[src/link_reconnect_supervisor_macros.svh]
// Assertion macros for the link reconnect supervisor.
// Both forms sample on i_clk and are switched off while i_rst_n is low.
`ifndef LINK_RECONNECT_SUPERVISOR_MACROS_SVH
`define LINK_RECONNECT_SUPERVISOR_MACROS_SVH

`ifndef SYNTH

// The consequent must hold in the same cycle as the antecedent.
`define LRS_ASSERT_SAME(label, ante, cons) \
    label: assert property (@(posedge i_clk) disable iff (!i_rst_n) \
        (ante) |-> (cons)) else $error("supervisor check failed");

// The consequent must hold in the cycle after the antecedent.
`define LRS_ASSERT_NEXT(label, ante, cons) \
    label: assert property (@(posedge i_clk) disable iff (!i_rst_n) \
        (ante) |=> (cons)) else $error("supervisor check failed");

`else

`define LRS_ASSERT_SAME(label, ante, cons)
`define LRS_ASSERT_NEXT(label, ante, cons)

`endif

`endif

[src/lrs_pkg.sv]
package lrs_pkg;

    typedef enum logic [2:0] {
        ST_IDLE         = 3'd0,
        ST_CONNECTING   = 3'd1,
        ST_RECONNECTING = 3'd2,
        ST_PROVISIONING = 3'd3,
        ST_CONNECTED    = 3'd4
    } t_net_state;

    typedef enum logic [1:0] {
        ACT_NONE = 2'd0,
        ACT_JOIN = 2'd1,
        ACT_DROP = 2'd2,
        ACT_AP   = 2'd3
    } t_radio_action;

    typedef enum logic [2:0] {
        CFG_CONNECT_TIMEOUT = 3'd0,
        CFG_FALLBACK_AFTER  = 3'd1,
        CFG_AP_RETRY        = 3'd2,
        CFG_BACKOFF_BASE    = 3'd3,
        CFG_BACKOFF_CAP     = 3'd4,
        CFG_BACKOFF_SHIFT   = 3'd5
    } t_cfg_reg;

    localparam int unsigned CFG_INDEX_W = 3;
    localparam logic [7:0]  RETRY_MAX   = 8'hFF;

    localparam logic [31:0] RST_CONNECT_TIMEOUT = 32'd15000;
    localparam logic [31:0] RST_FALLBACK_AFTER  = 32'd300000;
    localparam logic [31:0] RST_AP_RETRY        = 32'd60000;
    localparam logic [31:0] RST_BACKOFF_BASE    = 32'd1000;
    localparam logic [31:0] RST_BACKOFF_CAP     = 32'd30000;
    localparam logic [4:0]  RST_BACKOFF_SHIFT   = 5'd5;

    typedef struct packed {
        logic [31:0] connect_timeout_ms;
        logic [31:0] fallback_after_ms;
        logic [31:0] ap_retry_ms;
        logic [31:0] backoff_base_ms;
        logic [31:0] backoff_cap_ms;
        logic [4:0]  backoff_max_shift;
    } t_cfg;

    typedef struct packed {
        logic        cmd;
        logic [31:0] now_ms;
        logic        link_up;
        logic        credentials_valid;
        logic        ap_has_station;
        logic        connect_request;
        logic        provision_request;
        logic        forget_request;
    } t_item;

    typedef struct packed {
        t_net_state  state;
        logic [7:0]  retries;
        logic        pending_connect;
        logic        pending_provision;
        logic        pending_forget;
    } t_ctl;

    typedef struct packed {
        t_net_state    net_state;
        logic          state_changed;
        t_radio_action radio_action;
        logic          save_credentials;
        logic          clear_credentials;
        logic [7:0]    retry_count;
    } t_result;

endpackage

[src/lrs_step.sv]
module lrs_step #(
    parameter int unsigned TIME_WIDTH = 32
) (
    input  lrs_pkg::t_item         i_item,
    input  lrs_pkg::t_ctl          i_ctl,
    input  logic [TIME_WIDTH-1:0]  i_entered,
    input  logic [TIME_WIDTH-1:0]  i_offline,
    input  lrs_pkg::t_cfg          i_cfg,
    output lrs_pkg::t_ctl          o_ctl,
    output logic [TIME_WIDTH-1:0]  o_entered,
    output logic [TIME_WIDTH-1:0]  o_offline,
    output lrs_pkg::t_result       o_res
);

    localparam int unsigned NW = (TIME_WIDTH < 32) ? TIME_WIDTH : 32;
    localparam int unsigned CW = (TIME_WIDTH > 32) ? TIME_WIDTH : 32;

    logic [TIME_WIDTH-1:0] w_now;
    logic [TIME_WIDTH-1:0] w_since_entered;
    logic [TIME_WIDTH-1:0] w_since_offline;
    logic                  w_pc;
    logic                  w_pp;
    logic                  w_pf;
    logic                  w_begin;
    logic                  w_serve_connect;
    logic [4:0]            w_shift;
    logic [63:0]           w_shifted;
    logic [31:0]           w_backoff;
    logic                  w_timeout_hit;
    logic                  w_fallback_hit;
    logic                  w_backoff_hit;
    logic                  w_ap_retry_hit;
    lrs_pkg::t_net_state   w_tgt;
    logic [7:0]            w_ret;
    logic [TIME_WIDTH-1:0] w_off;
    lrs_pkg::t_radio_action w_act;

    // Timestamps are zero extended or cut to the time width; differences wrap.
    assign w_now           = TIME_WIDTH'(i_item.now_ms[NW-1:0]);
    assign w_since_entered = w_now - i_entered;
    assign w_since_offline = w_now - i_offline;

    assign w_begin = i_item.cmd;
    assign w_pc    = i_ctl.pending_connect   | i_item.connect_request;
    assign w_pp    = i_ctl.pending_provision | i_item.provision_request;
    assign w_pf    = i_ctl.pending_forget    | i_item.forget_request;
    assign w_serve_connect = !w_begin && !w_pf && !w_pp && w_pc;

    // Backoff: base shifted by the saturated retry count, limited to the cap.
    assign w_shift   = (i_ctl.retries > {3'd0, i_cfg.backoff_max_shift})
                       ? i_cfg.backoff_max_shift : i_ctl.retries[4:0];
    assign w_shifted = {32'd0, i_cfg.backoff_base_ms} << w_shift;
    assign w_backoff = (w_shifted > {32'd0, i_cfg.backoff_cap_ms})
                       ? i_cfg.backoff_cap_ms : w_shifted[31:0];

    assign w_timeout_hit  = CW'(w_since_entered) >= CW'(i_cfg.connect_timeout_ms);
    assign w_fallback_hit = CW'(w_since_offline) >  CW'(i_cfg.fallback_after_ms);
    assign w_backoff_hit  = CW'(w_since_entered) >= CW'(w_backoff);
    assign w_ap_retry_hit = CW'(w_since_entered) >= CW'(i_cfg.ap_retry_ms);

    // Next state and the timing registers.
    always_comb begin
        w_tgt = i_ctl.state;
        w_ret = i_ctl.retries;
        w_off = i_offline;
        if (w_begin) begin
            w_off = w_now;
            w_tgt = (w_pp || !i_item.credentials_valid) ? lrs_pkg::ST_PROVISIONING
                                                        : lrs_pkg::ST_CONNECTING;
        end else if (w_pf || w_pp) begin
            w_tgt = lrs_pkg::ST_PROVISIONING;
        end else if (w_pc) begin
            w_ret = 8'd0;
            w_off = w_now;
            w_tgt = lrs_pkg::ST_CONNECTING;
        end else begin
            case (i_ctl.state)
                lrs_pkg::ST_CONNECTING: begin
                    if (i_item.link_up) begin
                        w_ret = 8'd0;
                        w_tgt = lrs_pkg::ST_CONNECTED;
                    end else if (w_timeout_hit) begin
                        if (i_ctl.retries != lrs_pkg::RETRY_MAX) begin
                            w_ret = i_ctl.retries + 8'd1;
                        end
                        w_tgt = lrs_pkg::ST_RECONNECTING;
                    end
                end
                lrs_pkg::ST_RECONNECTING: begin
                    if (w_fallback_hit) begin
                        w_tgt = lrs_pkg::ST_PROVISIONING;
                    end else if (w_backoff_hit) begin
                        w_tgt = i_item.credentials_valid ? lrs_pkg::ST_CONNECTING
                                                         : lrs_pkg::ST_PROVISIONING;
                    end
                end
                lrs_pkg::ST_PROVISIONING: begin
                    if (i_item.credentials_valid && !i_item.ap_has_station &&
                        w_ap_retry_hit) begin
                        w_ret = 8'd0;
                        w_off = w_now;
                        w_tgt = lrs_pkg::ST_CONNECTING;
                    end
                end
                lrs_pkg::ST_CONNECTED: begin
                    if (!i_item.link_up) begin
                        w_off = w_now;
                        w_tgt = lrs_pkg::ST_RECONNECTING;
                    end
                end
                default: begin
                end
            endcase
        end
    end

    // Outputs. Every move into a state carries that state's radio action, so
    // the action follows from whether a move was made and where to.
    always_comb begin
        w_act = lrs_pkg::ACT_NONE;
        if (w_begin || w_pf || w_pp || w_pc ||
            (w_tgt != i_ctl.state) || (w_ret != i_ctl.retries)) begin
            case (w_tgt)
                lrs_pkg::ST_CONNECTING:   w_act = lrs_pkg::ACT_JOIN;
                lrs_pkg::ST_RECONNECTING: w_act = lrs_pkg::ACT_DROP;
                lrs_pkg::ST_PROVISIONING: w_act = lrs_pkg::ACT_AP;
                default:                  w_act = lrs_pkg::ACT_NONE;
            endcase
        end
    end

    assign o_ctl.state             = w_tgt;
    assign o_ctl.retries           = w_ret;
    assign o_ctl.pending_connect   = w_pc && !w_serve_connect;
    assign o_ctl.pending_provision = w_pp && !(w_begin || !w_pf);
    assign o_ctl.pending_forget    = w_pf && w_begin;
    assign o_entered = (w_tgt != i_ctl.state) ? w_now : i_entered;
    assign o_offline = w_off;

    assign o_res.net_state         = w_tgt;
    assign o_res.state_changed     = (w_tgt != i_ctl.state);
    assign o_res.radio_action      = w_act;
    assign o_res.save_credentials  = w_serve_connect;
    assign o_res.clear_credentials = !w_begin && w_pf;
    assign o_res.retry_count       = w_ret;

endmodule

[src/link_reconnect_supervisor.sv]
// Channel   Valid        Stall / ready   Payload
// input     i_in_valid   o_in_stall      i_cmd, i_now_ms, status and request bits
// output    o_out_valid  i_out_stall     o_net_state ... o_retry_count
// config    i_cfg_valid  o_cfg_ready     i_cfg_index, i_cfg_data
//
// One word is taken per cycle while the input is not stalled; its result passes
// through the input register, then the result register. Register writes are
// always ready. Reset (i_rst_n low at a clock edge) restores register defaults,
// idle state, zero timestamps, zero retries and no pending requests.
// An output stall holds the result register; the input stalls only when its
// staged word cannot move into a full, stalled result register.

`include "link_reconnect_supervisor_macros.svh"

module link_reconnect_supervisor #(
    parameter int unsigned TIME_WIDTH = 32
) (
    input  logic        i_clk,
    input  logic        i_rst_n,
    // Input words
    input  logic        i_in_valid,
    output logic        o_in_stall,
    input  logic        i_cmd,
    input  logic [31:0] i_now_ms,
    input  logic        i_link_up,
    input  logic        i_credentials_valid,
    input  logic        i_ap_has_station,
    input  logic        i_connect_request,
    input  logic        i_provision_request,
    input  logic        i_forget_request,
    // Result words
    output logic        o_out_valid,
    input  logic        i_out_stall,
    output logic [2:0]  o_net_state,
    output logic        o_state_changed,
    output logic [1:0]  o_radio_action,
    output logic        o_save_credentials,
    output logic        o_clear_credentials,
    output logic [7:0]  o_retry_count,
    // Configuration writes
    input  logic        i_cfg_valid,
    output logic        o_cfg_ready,
    input  logic [lrs_pkg::CFG_INDEX_W-1:0] i_cfg_index,
    input  logic [31:0] i_cfg_data
);

    // Staged input word.
    logic                  r_in_valid;
    lrs_pkg::t_item        r_item;
    // Supervisor state.
    lrs_pkg::t_ctl         r_ctl;
    logic [TIME_WIDTH-1:0] r_entered;
    logic [TIME_WIDTH-1:0] r_offline;
    lrs_pkg::t_cfg         r_cfg;
    // Result register.
    logic                  r_out_valid;
    lrs_pkg::t_result      r_res;

    lrs_pkg::t_ctl         n_ctl;
    logic [TIME_WIDTH-1:0] n_entered;
    logic [TIME_WIDTH-1:0] n_offline;
    lrs_pkg::t_result      n_res;

    logic                  w_load;
    logic                  w_take;

    // The staged word is decided and its result loaded whenever the result
    // register is empty or is being emptied in this cycle.
    assign w_load     = r_in_valid && (!r_out_valid || !i_out_stall);
    assign o_in_stall = r_in_valid && !w_load;
    assign w_take     = i_in_valid && !o_in_stall;
    assign o_cfg_ready = 1'b1;

    lrs_step #(
        .TIME_WIDTH (TIME_WIDTH)
    ) u_step (
        .i_item    (r_item),
        .i_ctl     (r_ctl),
        .i_entered (r_entered),
        .i_offline (r_offline),
        .i_cfg     (r_cfg),
        .o_ctl     (n_ctl),
        .o_entered (n_entered),
        .o_offline (n_offline),
        .o_res     (n_res)
    );

    always_ff @(posedge i_clk) begin
        if (!i_rst_n) begin
            r_in_valid <= 1'b0;
        end else if (w_take) begin
            r_in_valid <= 1'b1;
        end else if (w_load) begin
            r_in_valid <= 1'b0;
        end
    end

    always_ff @(posedge i_clk) begin
        if (w_take) begin
            r_item.cmd               <= i_cmd;
            r_item.now_ms            <= i_now_ms;
            r_item.link_up           <= i_link_up;
            r_item.credentials_valid <= i_credentials_valid;
            r_item.ap_has_station    <= i_ap_has_station;
            r_item.connect_request   <= i_connect_request;
            r_item.provision_request <= i_provision_request;
            r_item.forget_request    <= i_forget_request;
        end
    end

    // Supervisor state moves only when a word is decided.
    always_ff @(posedge i_clk) begin
        if (!i_rst_n) begin
            r_ctl.state             <= lrs_pkg::ST_IDLE;
            r_ctl.retries           <= 8'd0;
            r_ctl.pending_connect   <= 1'b0;
            r_ctl.pending_provision <= 1'b0;
            r_ctl.pending_forget    <= 1'b0;
            r_entered               <= '0;
            r_offline               <= '0;
        end else if (w_load) begin
            r_ctl     <= n_ctl;
            r_entered <= n_entered;
            r_offline <= n_offline;
        end
    end

    // Register file; writes outside the list are accepted and ignored.
    always_ff @(posedge i_clk) begin
        if (!i_rst_n) begin
            r_cfg.connect_timeout_ms <= lrs_pkg::RST_CONNECT_TIMEOUT;
            r_cfg.fallback_after_ms  <= lrs_pkg::RST_FALLBACK_AFTER;
            r_cfg.ap_retry_ms        <= lrs_pkg::RST_AP_RETRY;
            r_cfg.backoff_base_ms    <= lrs_pkg::RST_BACKOFF_BASE;
            r_cfg.backoff_cap_ms     <= lrs_pkg::RST_BACKOFF_CAP;
            r_cfg.backoff_max_shift  <= lrs_pkg::RST_BACKOFF_SHIFT;
        end else if (i_cfg_valid && o_cfg_ready) begin
            case (i_cfg_index)
                lrs_pkg::CFG_CONNECT_TIMEOUT: r_cfg.connect_timeout_ms <= i_cfg_data;
                lrs_pkg::CFG_FALLBACK_AFTER:  r_cfg.fallback_after_ms  <= i_cfg_data;
                lrs_pkg::CFG_AP_RETRY:        r_cfg.ap_retry_ms        <= i_cfg_data;
                lrs_pkg::CFG_BACKOFF_BASE:    r_cfg.backoff_base_ms    <= i_cfg_data;
                lrs_pkg::CFG_BACKOFF_CAP:     r_cfg.backoff_cap_ms     <= i_cfg_data;
                lrs_pkg::CFG_BACKOFF_SHIFT:   r_cfg.backoff_max_shift  <= i_cfg_data[4:0];
                default: begin
                end
            endcase
        end
    end

    always_ff @(posedge i_clk) begin
        if (!i_rst_n) begin
            r_out_valid <= 1'b0;
        end else if (w_load) begin
            r_out_valid <= 1'b1;
        end else if (!i_out_stall) begin
            r_out_valid <= 1'b0;
        end
    end

    always_ff @(posedge i_clk) begin
        if (w_load) begin
            r_res <= n_res;
        end
    end

    assign o_out_valid         = r_out_valid;
    assign o_net_state         = r_res.net_state;
    assign o_state_changed     = r_res.state_changed;
    assign o_radio_action      = r_res.radio_action;
    assign o_save_credentials  = r_res.save_credentials;
    assign o_clear_credentials = r_res.clear_credentials;
    assign o_retry_count       = r_res.retry_count;

    // A saturated retry count either stays saturated or is cleared.
    `LRS_ASSERT_NEXT(a_retry_saturates, r_ctl.retries == lrs_pkg::RETRY_MAX,
                     r_ctl.retries == lrs_pkg::RETRY_MAX || r_ctl.retries == 8'd0)
    // A change of state stamps the entry time with the word's timestamp.
    `LRS_ASSERT_NEXT(a_entry_stamped, w_load && n_ctl.state != r_ctl.state,
                     r_entered == $past(n_entered))
    // Being connected means no timeouts are outstanding.
    `LRS_ASSERT_SAME(a_connected_no_retry, r_ctl.state == lrs_pkg::ST_CONNECTED,
                     r_ctl.retries == 8'd0)

endmodule

[config.mk]
export PLATFORM = sky130hd
export DESIGN_NAME = link_reconnect_supervisor
export DESIGN_NICKNAME = d
export VERILOG_FILES = /design/src/lrs_pkg.sv /design/src/lrs_step.sv /design/src/link_reconnect_supervisor.sv
export VERILOG_INCLUDE_DIRS = /design/src /design/src/src
export SDC_FILE = /design/constraint.sdc
export NUM_CORES = 1
export LEC_CHECK = 0
export BUFFER_PORTS_ARGS = -buffer_cell sky130_fd_sc_hd__buf_4
export CORE_MARGIN = 4
export CORE_UTILIZATION = 30
export CTS_CLUSTER_SIZE = 20
export DETAILED_ROUTE_END_ITERATION = 16
export PLACE_DENSITY = 0.5
export SLEW_MARGIN = 15
export SYNTH_ARGS = -nofsm -noshare
export SYNTH_HDL_FRONTEND = slang
export SYNTH_SLANG_ARGS = --single-unit
[constraint.sdc]
create_clock -name i_clk -period 7.8 [get_ports i_clk]
set_input_delay 1.17 -clock i_clk [delete_from_list [all_inputs] [get_ports i_clk]]
set_output_delay 1.17 -clock i_clk [all_outputs]
set_load 0.005 [all_outputs]
## Yosys cells after proc, flatten, opt, wreduce, memory -nomap -nowiden

Cells that the tools add are included.

| storage, ports and cells | value |
|---|---|
| register bits after elaboration | 300 |
| bits of input ports | 79 |
| output and inout bits | 19 |
| word-level logic and storage cells | 137 |

| operators by class | value |
|---|---|
| $add $sub $neg | 3 |
| magnitude comparators | 6 |
| equal/unequal tests | 19 |
| shifts and indexed selects | 1 |
| multiplexer cells | 33 |
| bitwise gates (word level) | 3 |
| reductions and logical operators | 43 |

Operators with widths:

| operator | count |
|---|---|
| 2-to-1 mux 32 bit | 6 |
| greater-or-equal comparator 32 bit | 3 |
| greater-than comparator 64 x 32 -> 1 bit | 1 |
| one-hot mux 32 bit (2 select lines) | 1 |
| << shifter 32 x 5 -> 64 bit | 1 |
| subtractor 32 bit | 2 |
| 2-to-1 mux 8 bit | 7 |
| greater-than comparator 32 bit | 1 |
| 2-to-1 mux 3 bit | 9 |
| == test 3 x 2 -> 1 bit, second input constant | 6 |
| one-hot mux 8 bit (2 select lines) | 1 |
| AND reduction 2 bit | 7 |
| logical AND 1 bit | 12 |
| one-hot mux 3 bit (4 select lines) | 1 |
| zero test 1 bit | 11 |
| == test 3 x 1 -> 1 bit, second input constant | 3 |
| == test 3 bit, second input constant | 3 |
| logical OR 1 bit | 9 |
| adder 8 x 1 -> 8 bit, second input constant | 1 |
| greater-than comparator 8 x 5 -> 1 bit | 1 |
| inequality test 8 bit | 1 |
| inequality test 8 bit, second input constant | 1 |
| one-hot mux 2 bit (3 select lines) | 1 |
| 2-to-1 mux 5 bit | 1 |
| other kinds (12) | 18 |

## Longest topological paths before layout

Gate-level depths: netlist (run 1).

| depth | value |
|---|---|
| word-level depth | 15 |
| gate-level depth with buffers | 42 |

## Cells and area by module

A second synthesis (run 1) with hierarchy kept.

| second synthesis, totals | value |
|---|---|
| cells, all modules | 2551 |
| area total of the unflattened synthesis | 22021.1 µm² |

Modules (own cells, without submodules):

| module | instances | cells an instance | area each (µm²) | sequential area each (µm²) |
|---|---|---|---|---|
| link_reconnect_supervisor | 1 | 1001 | 11076.9 | 6556.3 |
| lrs_step | 1 | 1550 | 10944.2 | 0.0 |

## Least setup slack after synthesis (run 1)

Ideal clock, no wire load.

| timing path | value |
|---|---|
| path type | flip-flop to flip-flop |
| start | register r_ctl[4] (netlist bit) |
| end | register r_entered[0] |
| setup time | 0.121 ns |
| data arrival time | 7.654 ns |
| data required time | 7.679 ns |
| path slack | 0.025 ns |
| cell stages (with the launch flop) | 40 |
| period minus slack after synthesis | 7.775 ns |
| cell sequence | dfxtp_1 -> ha_1 -> nor2b_1 -> o2111ai_2 -> and4_1 -> o22a_1 -> buf_2 -> buf_2 -> buf_1 -> nor2_1 -> a21oi_1 -> mux2i_1 -> mux2_2 -> o21ai_0 -> o21ai_0 -> ha_1 -> nand4_1 -> nor2_1 -> [4 not listed] -> o211ai_1 -> a211oi_4 -> buf_8 -> mux2i_1 -> ha_1 -> a21o_1 -> a21o_1 -> a21oi_1 -> and3b_1 -> nand2_1 -> a211oi_1 -> o21ai_0 -> a21oi_1 -> nor2_1 -> mux2_2 -> buf_2 -> buf_4 -> mux2i_1 |

| between the ends | value |
|---|---|
| word-level cells in the longest chain between the ends | 14 |

Ends and longest elaborated chain:

| what | RTL line | source |
|---|---|---|
| start, declared | link_reconnect_supervisor.sv:51 | `lrs_pkg::t_ctl r_ctl;` |
| start signal, assigned | link_reconnect_supervisor.sv:122 | `r_ctl <= n_ctl;` |
| greater-than comparator 8 x 5 -> 1 bit | lrs_step.sv:50 | `assign w_shift = (i_ctl.retries > {3'd0, i_cfg.backoff_max_shift})` |
| 2-to-1 mux 5 bit (*) | lrs_step.sv:51 | `? i_cfg.backoff_max_shift : i_ctl.retries[4:0];` |
| << shifter 32 x 5 -> 64 bit (*) | lrs_step.sv:52 | `assign w_shifted = {32'd0, i_cfg.backoff_base_ms} << w_shift;` |
| greater-than comparator 64 x 32 -> 1 bit | lrs_step.sv:53 | `assign w_backoff = (w_shifted > {32'd0, i_cfg.backoff_cap_ms})` |
| 2-to-1 mux 32 bit (*) | lrs_step.sv:54 | `? i_cfg.backoff_cap_ms : w_shifted[31:0];` |
| greater-or-equal comparator 32 bit (*) | lrs_step.sv:58 | `assign w_backoff_hit = CW'(w_since_entered) >= CW'(w_backoff);` |
| 2-to-1 mux 3 bit (*) | lrs_step.sv:92 | `end else if (w_backoff_hit) begin` |
| 2-to-1 mux 3 bit (*) | lrs_step.sv:90 | `if (w_fallback_hit) begin` |
| one-hot mux 3 bit (4 select lines) (*) | lrs_step.sv:77 | `case (i_ctl.state)` |
| 2-to-1 mux 3 bit (*) | lrs_step.sv:72 | `end else if (w_pc) begin` |
| 2-to-1 mux 3 bit (*) | lrs_step.sv:70 | `end else if (w_pf \|\| w_pp) begin` |
| 2-to-1 mux 3 bit (*) | lrs_step.sv:66 | `if (w_begin) begin` |
| inequality test 3 bit (*) | lrs_step.sv:137 | `assign o_entered = (w_tgt != i_ctl.state) ? w_now : i_entered;` |
| AND reduction 2 bit (no line) (*) | - |  |
| end signal, assigned | link_reconnect_supervisor.sv:123 | `r_entered <= n_entered;` |
| end, declared | link_reconnect_supervisor.sv:52 | `logic [TIME_WIDTH-1:0] r_entered;` |

Every way passes the cells marked *; elsewhere a longest branch is shown, timed or not.
A chain may end at the register's enable or synchronous reset.

## Worst setup path in the final report (run 1)

| timing path | value |
|---|---|
| start | register r_cfg[1] (netlist bit) |
| end | register r_entered[7] |

| between the ends | value |
|---|---|
| word-level cells in the longest chain between the ends | 14 |

Ends and longest elaborated chain:

| what | RTL line | source |
|---|---|---|
| start, declared | link_reconnect_supervisor.sv:54 | `lrs_pkg::t_cfg r_cfg;` |
| greater-than comparator 8 x 5 -> 1 bit | lrs_step.sv:50 |  |
| 2-to-1 mux 5 bit (*) | lrs_step.sv:51 |  |
| << shifter 32 x 5 -> 64 bit (*) | lrs_step.sv:52 |  |
| greater-than comparator 64 x 32 -> 1 bit | lrs_step.sv:53 |  |
| 2-to-1 mux 32 bit (*) | lrs_step.sv:54 |  |
| greater-or-equal comparator 32 bit (*) | lrs_step.sv:58 |  |
| 2-to-1 mux 3 bit (*) | lrs_step.sv:92 |  |
| 2-to-1 mux 3 bit (*) | lrs_step.sv:90 |  |
| one-hot mux 3 bit (4 select lines) (*) | lrs_step.sv:77 |  |
| 2-to-1 mux 3 bit (*) | lrs_step.sv:72 |  |
| 2-to-1 mux 3 bit (*) | lrs_step.sv:70 |  |
| 2-to-1 mux 3 bit (*) | lrs_step.sv:66 |  |
| inequality test 3 bit (*) | lrs_step.sv:137 |  |
| AND reduction 2 bit (no line) (*) | - |  |

Marked as above.

==> results of run 1 <==
[cell type report]
cell class | count | area, sq um
Multi-Input combinational cell | 1938 | 13700
Fill cell | 6982 | 42000
Timing Repair Buffer | 374 | 3120
Clock buffer | 51 | 1090
Sequential cell | 300 | 6560
Tap cell | 931 | 1160
Inverter | 239 | 900
Clock inverter | 23 | 343
[timing repair]
item / in CTS / in global routing
endpoints found under the setup margin: 39 / 39
endpoints found under the hold margin: 0 / 0
cloned: 4 / 0
resized for setup: 100 / 98
pin swaps: 35 / 71
buffers inserted: 28 / 23
hold buffers: 0 / 0
[per-stage QoR]
stage	utilization	total power, uW	cell area, sq um
detailed placement	0.349	3230	24000
global route	0.390	5710	26800
CTS	0.381	5400	26200
floorplan	-	2670	20900
global placement	0.349	3190	24000
finish	0.390	5410	26800
[worst max path at each step]
stage	start	to	slack (ns)	cells past startpoint
floorplan	r_ctl[4]	r_entered[0]	0.02	39
global placement	r_cfg[3]	r_entered[1]	-0.77	37
detailed placement	r_cfg[3]	r_entered[1]	-0.93	36
CTS	r_cfg[1]	r_entered[23]	-0.02	38
global route	r_cfg[2]	r_entered[14]	-0.44	41
finish	r_cfg[1]	r_entered[7]	-0.09	39
[sequential cells by signal, indices dropped and copies added (netlist names)]
register and cells:
o_radio_action 2, o_state_changed 1, o_save_credentials 1, o_clear_credentials 1, r_cfg 165, r_ctl 14, r_item 39, o_net_state 3
r_offline 32, r_entered 32, r_in_valid 1, o_retry_count 8, o_out_valid 1
[power groups by stage]
| stage | sequential [uW] | clock (uW) | combinational [uW] |
|---|---|---|---|
| after CTS | 1680 | 2070 | 1650 |
| final | 1680 | 2010 | 1720 |
| after detailed placement | 1710 | 0 | 1520 |
| after global placement | 1710 | 0 | 1480 |
| after global routing | 1690 | 2130 | 1900 |
| after floorplan | 1700 | 0 | 977 |
[worst max-delay path, delay by kind of cell, from the launching register on]
family,cells,cell delay [ns]
buffers and inverters,8,1.10
AO/OA/AOI/OAI,15,2.65
multiplexers,4,1.07
adder cells (fa/ha/maj),3,0.83
AND/OR/NAND/NOR,9,1.76
flip-flops,1,0.33
[cell usage in the layout, fill, tap and decap left out, drive strengths merged, types with 9 or more instances in the layout]
master / count
a2111oi: 10
a211oi: 34
a21o: 90
a21oi: 303
a221oi: 16
a22oi: 9
a31o: 9
and3: 18
buf: 374
clkbuf: 51
clkinv: 15
dfxtp: 245
edfxtp: 55
ha: 228
inv: 240
mux2: 11
mux2i: 82
nand2: 454
nand2b: 22
nand3: 71
nand4: 35
nor2: 114
nor2b: 21
nor3: 24
o211ai: 49
o21a: 13
o21ai: 108
o21bai: 14
o22a: 13
o22ai: 11
or3: 9
xnor2: 44
xor2: 11
[cells by family (layout without fill, tap and decap cells)]
kind of cell               after synthesis  count (layout)  synth area share
AOI/OAI and AO/OA                      763             763             0.238
xor gates and xnor gates                55              55            0.0231
adders and majority gates              230             230             0.139
buffers and inverters                  372             687            0.0730
DFF                                    300             300             0.314
muxes                                   94              94            0.0463
other                                    1               1          0.000180
and+or+nand+nor                        795             795             0.167
[metal layers]
metal | share of wire | vias to the layer above | track usage | routed length, um
li1 | - | 9800 | - | -
met1 | 0.46 | 9381 | 0.253 | 33200
met2 | 0.47 | 463 | 0.324 | 34100
met3 | 0.043 | 119 | 0.0259 | 3130
met4 | 0.029 | 0 | 0.0612 | 2120
met5 | 0 | - | 0 | 0
==> results.toml, run 1 <==
[sta]
final.setup_skew_ns = 0.0297
hold_ws_ns = 0.451
fin_crit_sh = 1.01
finalSetupTns_ns = -2.24
rsz0062_at_grt = "yes"
final_max_slew_viol_count = 0
relSlewSlack = 0.272
finalSetupViolCount = 32
min_period_ns = 7.89
tightest_slew_ns = 1.09
timing.final.ws_setup_ns = -0.0851
hold_violations = 0
fmax_mhz = 127

[routing]
drtPass1Iterations = 6
drtIter0Drc = 1117
via_per_inst = 5.13
vias = 19763
wirelength_mm = 72.5
drc = 0
ant_nets = 0
wl_per_cell_um = 18.8

[floorplan]
die_h_um = 272
die_x_um = 272
core.rowCount = 96
ios = 98
core_area_sq_um = 68800
start_util = 0.303
die-area_sq_um = 73900

[yosys]
ys_warn_count = 0
synthArstFlopShare = 0
synth_top_cell_area_share = 0.235
synthFlopType = "dfxtp_1"
syn_area_per_cell_sq_um = 8.00
syn_area_sq_um = 20900
synthCells = 2610
synth_cell_types = 95
synth-seq-cells = 300
synth_area_leaders = "dfxtp_1 (23%), ha_1 (14%), nand2_1 (8.2%)"
yosys.area.top_type = "dfxtp_1"
synth_nets = 2919
synth_seq_area_share = 0.314
synth-edff-count = 55
synth_common_cells = "nand2_1 (454), a21oi_1 (302), dfxtp_1 (245)"
synth_most_common_cell = "nand2_1"

[cts]
cts_root_buf = "clkbuf_16"
cts_tree = "built"
clk_latency_ns = 0.59
cts_sinks = 300
numCtsBuffers = 40
cts_htree_levels = 2
max-clock-path-buffers = 3
clk_pin_slew_ns = 0.05

[hold_path]
hp-class = "reg -> reg"
min_to = "r_entered[16]"
min_from = "r_entered[16]"
hold-path-cell-count = 2

[critical_path]
critPathSlowestCell = "mux2_4"
cpMostUsedCell = "buf_6"
r2r-end = "r_entered[7]"
crit_type = "reg -> reg"
r2r_cells = 39
worst-path-max-fanout = 8
setup.worst_path.start_class = "register"
crit_path_end_kind = "register"
reg2reg_slack_ns = -0.09
required_ns = 8.27
worst_ep_arrival_time_ns = 8.36
r2r-start = "r_cfg[1]"
slowest_delay_ns = 0.42

[global_route]
grt_pass1_wl_mm = 113
grt_max_degree = 84
grt_use_total = 0.191
antenna_found_initial = 1
grt_pass1_vias = 19910
grt_remaining_overflow = 0

[layout]
drive_gt1_frac = 0.209
areaGrowthSynthToFinish_pct = 28.5
nets = 3202
layoutNonFillerInstCount = 3856
diodes = 0

[pwr]
p_sw_frac = 0.324
leakagePower_uw = 0.0109
p_sw_uw = 1750
ir_drop_uv = 142
pwr-share-seq = 0.311
intPower_uw = 3660
clkPwrFrac = 0.372
pwr-share-comb = 0.317
power_density_nw_per_um2 = 202

[place]
place_ws_ns = -0.926
post-place-cells = 3733
io_buffers = 96
dp_hpwl_mm = 55.1
gp_congestion = 0.898

[job]
maxCapViolCount = 0

[run_status]
violations = "negative setup slack"
status = "finished, violations left"
(Power assumes the default switching activity.)
==> inputs of run 2 (changes only) <==
--- a/config.mk
+++ b/config.mk
@@ -6,12 +6,13 @@
 export SDC_FILE = /design/constraint.sdc
 export NUM_CORES = 1
 export LEC_CHECK = 0
-export BUFFER_PORTS_ARGS = -buffer_cell sky130_fd_sc_hd__buf_4
 export CORE_MARGIN = 4
 export CORE_UTILIZATION = 30
 export CTS_CLUSTER_SIZE = 20
 export DETAILED_ROUTE_END_ITERATION = 16
-export PLACE_DENSITY = 0.5
+export DONT_BUFFER_PORTS = 1
+export PLACE_DENSITY = 0.49
+export SETUP_SLACK_MARGIN = 0.15
 export SLEW_MARGIN = 15
 export SYNTH_ARGS = -nofsm -noshare
 export SYNTH_HDL_FRONTEND = slang
==> results.toml, run 2 (synthesized netlist as in run 1, its figures left out) <==
[critical_path]
slowest_delay_ns = 0.39
worst_ep_arrival_time_ns = 8.36
reg2reg_slack_ns = -0.11
crit_path_end_kind = "register"
crit_type = "reg -> reg"
crit_family = "compound AO/OA/AOI/OAI gates"
cpMostUsedCell = "buf_4"
worst-path-buf-inv = 9
required_ns = 8.25
setup.worst_path.start_class = "register"
critPathSlowestCell = "mux2_4"
worst-path-max-fanout = 8

[place]
io_buffers = 0
place_ws_ns = -1.24
dp_hpwl_mm = 55.2
gp_congestion = 0.939
place_area_sq_um = 23300

[cts]
cts_sinks = 300
clk_pin_slew_ns = 0.06
numCtsBuffers = 41
cts_root_buf = "clkbuf_16"
max-clock-path-buffers = 3
postCtsHoldBufs = 0
clk_latency_ns = 0.59
cts_htree_levels = 2
cts_tree = "built"

[sta]
timing.final.ws_setup_ns = -0.108
hold_ws_ns = 0.453
rsz0062_at_grt = "yes"
final_max_slew_viol_count = 0
tightest_slew_ns = 1.01
fmax_mhz = 126
min_period_ns = 7.91
finalSetupViolCount = 34
hold_violations = 0
final.setup_skew_ns = 0.0467
fin_crit_sh = 1.01
relSlewSlack = 0.325

[routing]
vias = 19558
drc = 0
wl_per_cell_um = 19.2
via_per_inst = 5.16
drtPass1Iterations = 6
drtIter0Drc = 1217
ant_nets = 0
wirelength_mm = 72.6

[floorplan]
die_h_um = 272
core_area_sq_um = 68800
start_util = 0.303
core.rowCount = 96
die-area_sq_um = 73900
die_x_um = 272
ios = 98

[pwr]
finalPower_uw = 5190
p_sw_frac = 0.328
clkPwrFrac = 0.359
p_sw_uw = 1700
power_density_nw_per_um2 = 199
intPower_uw = 3490
pwr-share-seq = 0.324
ir_drop_uv = 154
pwr-share-comb = 0.317
leakagePower_uw = 0.0105

[global_route]
grt_max_degree = 117
grt_pass1_wl_mm = 112
antenna_found_initial = 1
grt_use_total = 0.191
grt_remaining_overflow = 0
grt_pass1_vias = 19695

[run_status]
violations = "negative setup slack"
status = "finished, violations left"

[layout]
areaGrowthSynthToFinish_pct = 24.9
nets = 3135
largest_register_ffs = 165
reg_top3 = "r_cfg x165, r_item x39"
top_register = "r_cfg"
final_common_cell = "nand2_1"
diodes = 0
fin_area_sq_um = 26100
fin_util = 0.379
layout_common_cells = "nand2_1 (452), a21oi_1 (279), buf_4 (270)"
drive_gt1_frac = 0.189

[hold_path]
hp-class = "reg -> reg"

[job]
maxCapViolCount = 0
run 2: layout make-up:
| cell class | instances | area, sq um |
|---|---|---|
| repair buffers | 306 | 2600 |
| inverters | 239 | 902 |
| multi-input cells | 1938 | 13500 |
| well taps | 931 | 1160 |
| fillers | 6995 | 42700 |
| clock buffers | 59 | 1190 |
| flip-flops and latches | 300 | 6560 |
| clock inverters | 17 | 163 |
run 2: power groups by stage:
stage                     Sequential (uW)  Combinational [uW]  Clock, uW
after detailed placement             1710                1440          0
after floorplan                      1700                 978          0
after CTS                            1680                1610       1930
final                                1680                1650       1860
after global placement               1710                1410          0
after global routing                 1690                1830       1990
run 2: worst reg2reg max path: cells and delay by family, from the launching register on:
kind	cells	cell delay [ns]
compound gates	16	2.66
simple gates	10	1.94
flops	1	0.33
fa+ha+maj	3	0.69
mux	3	0.76
buf+inv	9	1.35
run 2: routing by layer:
layer	vias to the layer above	GRT usage	wire (um)
li1	9685	-	-
met1	9322	0.249	32900
met2	431	0.329	34400
met3	120	0.0236	2930
met4	0	0.0610	2390
met5	-	0	0
run 2: final timing paths:
| kind | startpoint | end | cells after the start |
|---|---|---|---|
| min reg2reg | r_cfg[91] | r_cfg[91] | 2 |
| max | r_cfg[1] | r_entered[31] | 41 |
| max reg2reg | r_cfg[1] | r_entered[31] | 41 |
| min | r_cfg[91] | r_cfg[91] | 2 |
run 2: per-stage QoR:
stage,std cells,TNS [ns]
3_3_place_gp,3641,-41.83
6_report,3790,-2.75
3_5_place_dp,3641,-45.89
4_1_cts,3776,0
5_1_grt,3790,-14.30
2_1_floorplan,2610,0
run 2: repair_timing:
item,in CTS,in global routing
endpoints found under the hold margin,0,0
gates cloned,4,0
endpoints found under the setup margin,39,40
resized for setup,123,57
pin swaps,47,13
buffers inserted,55,14
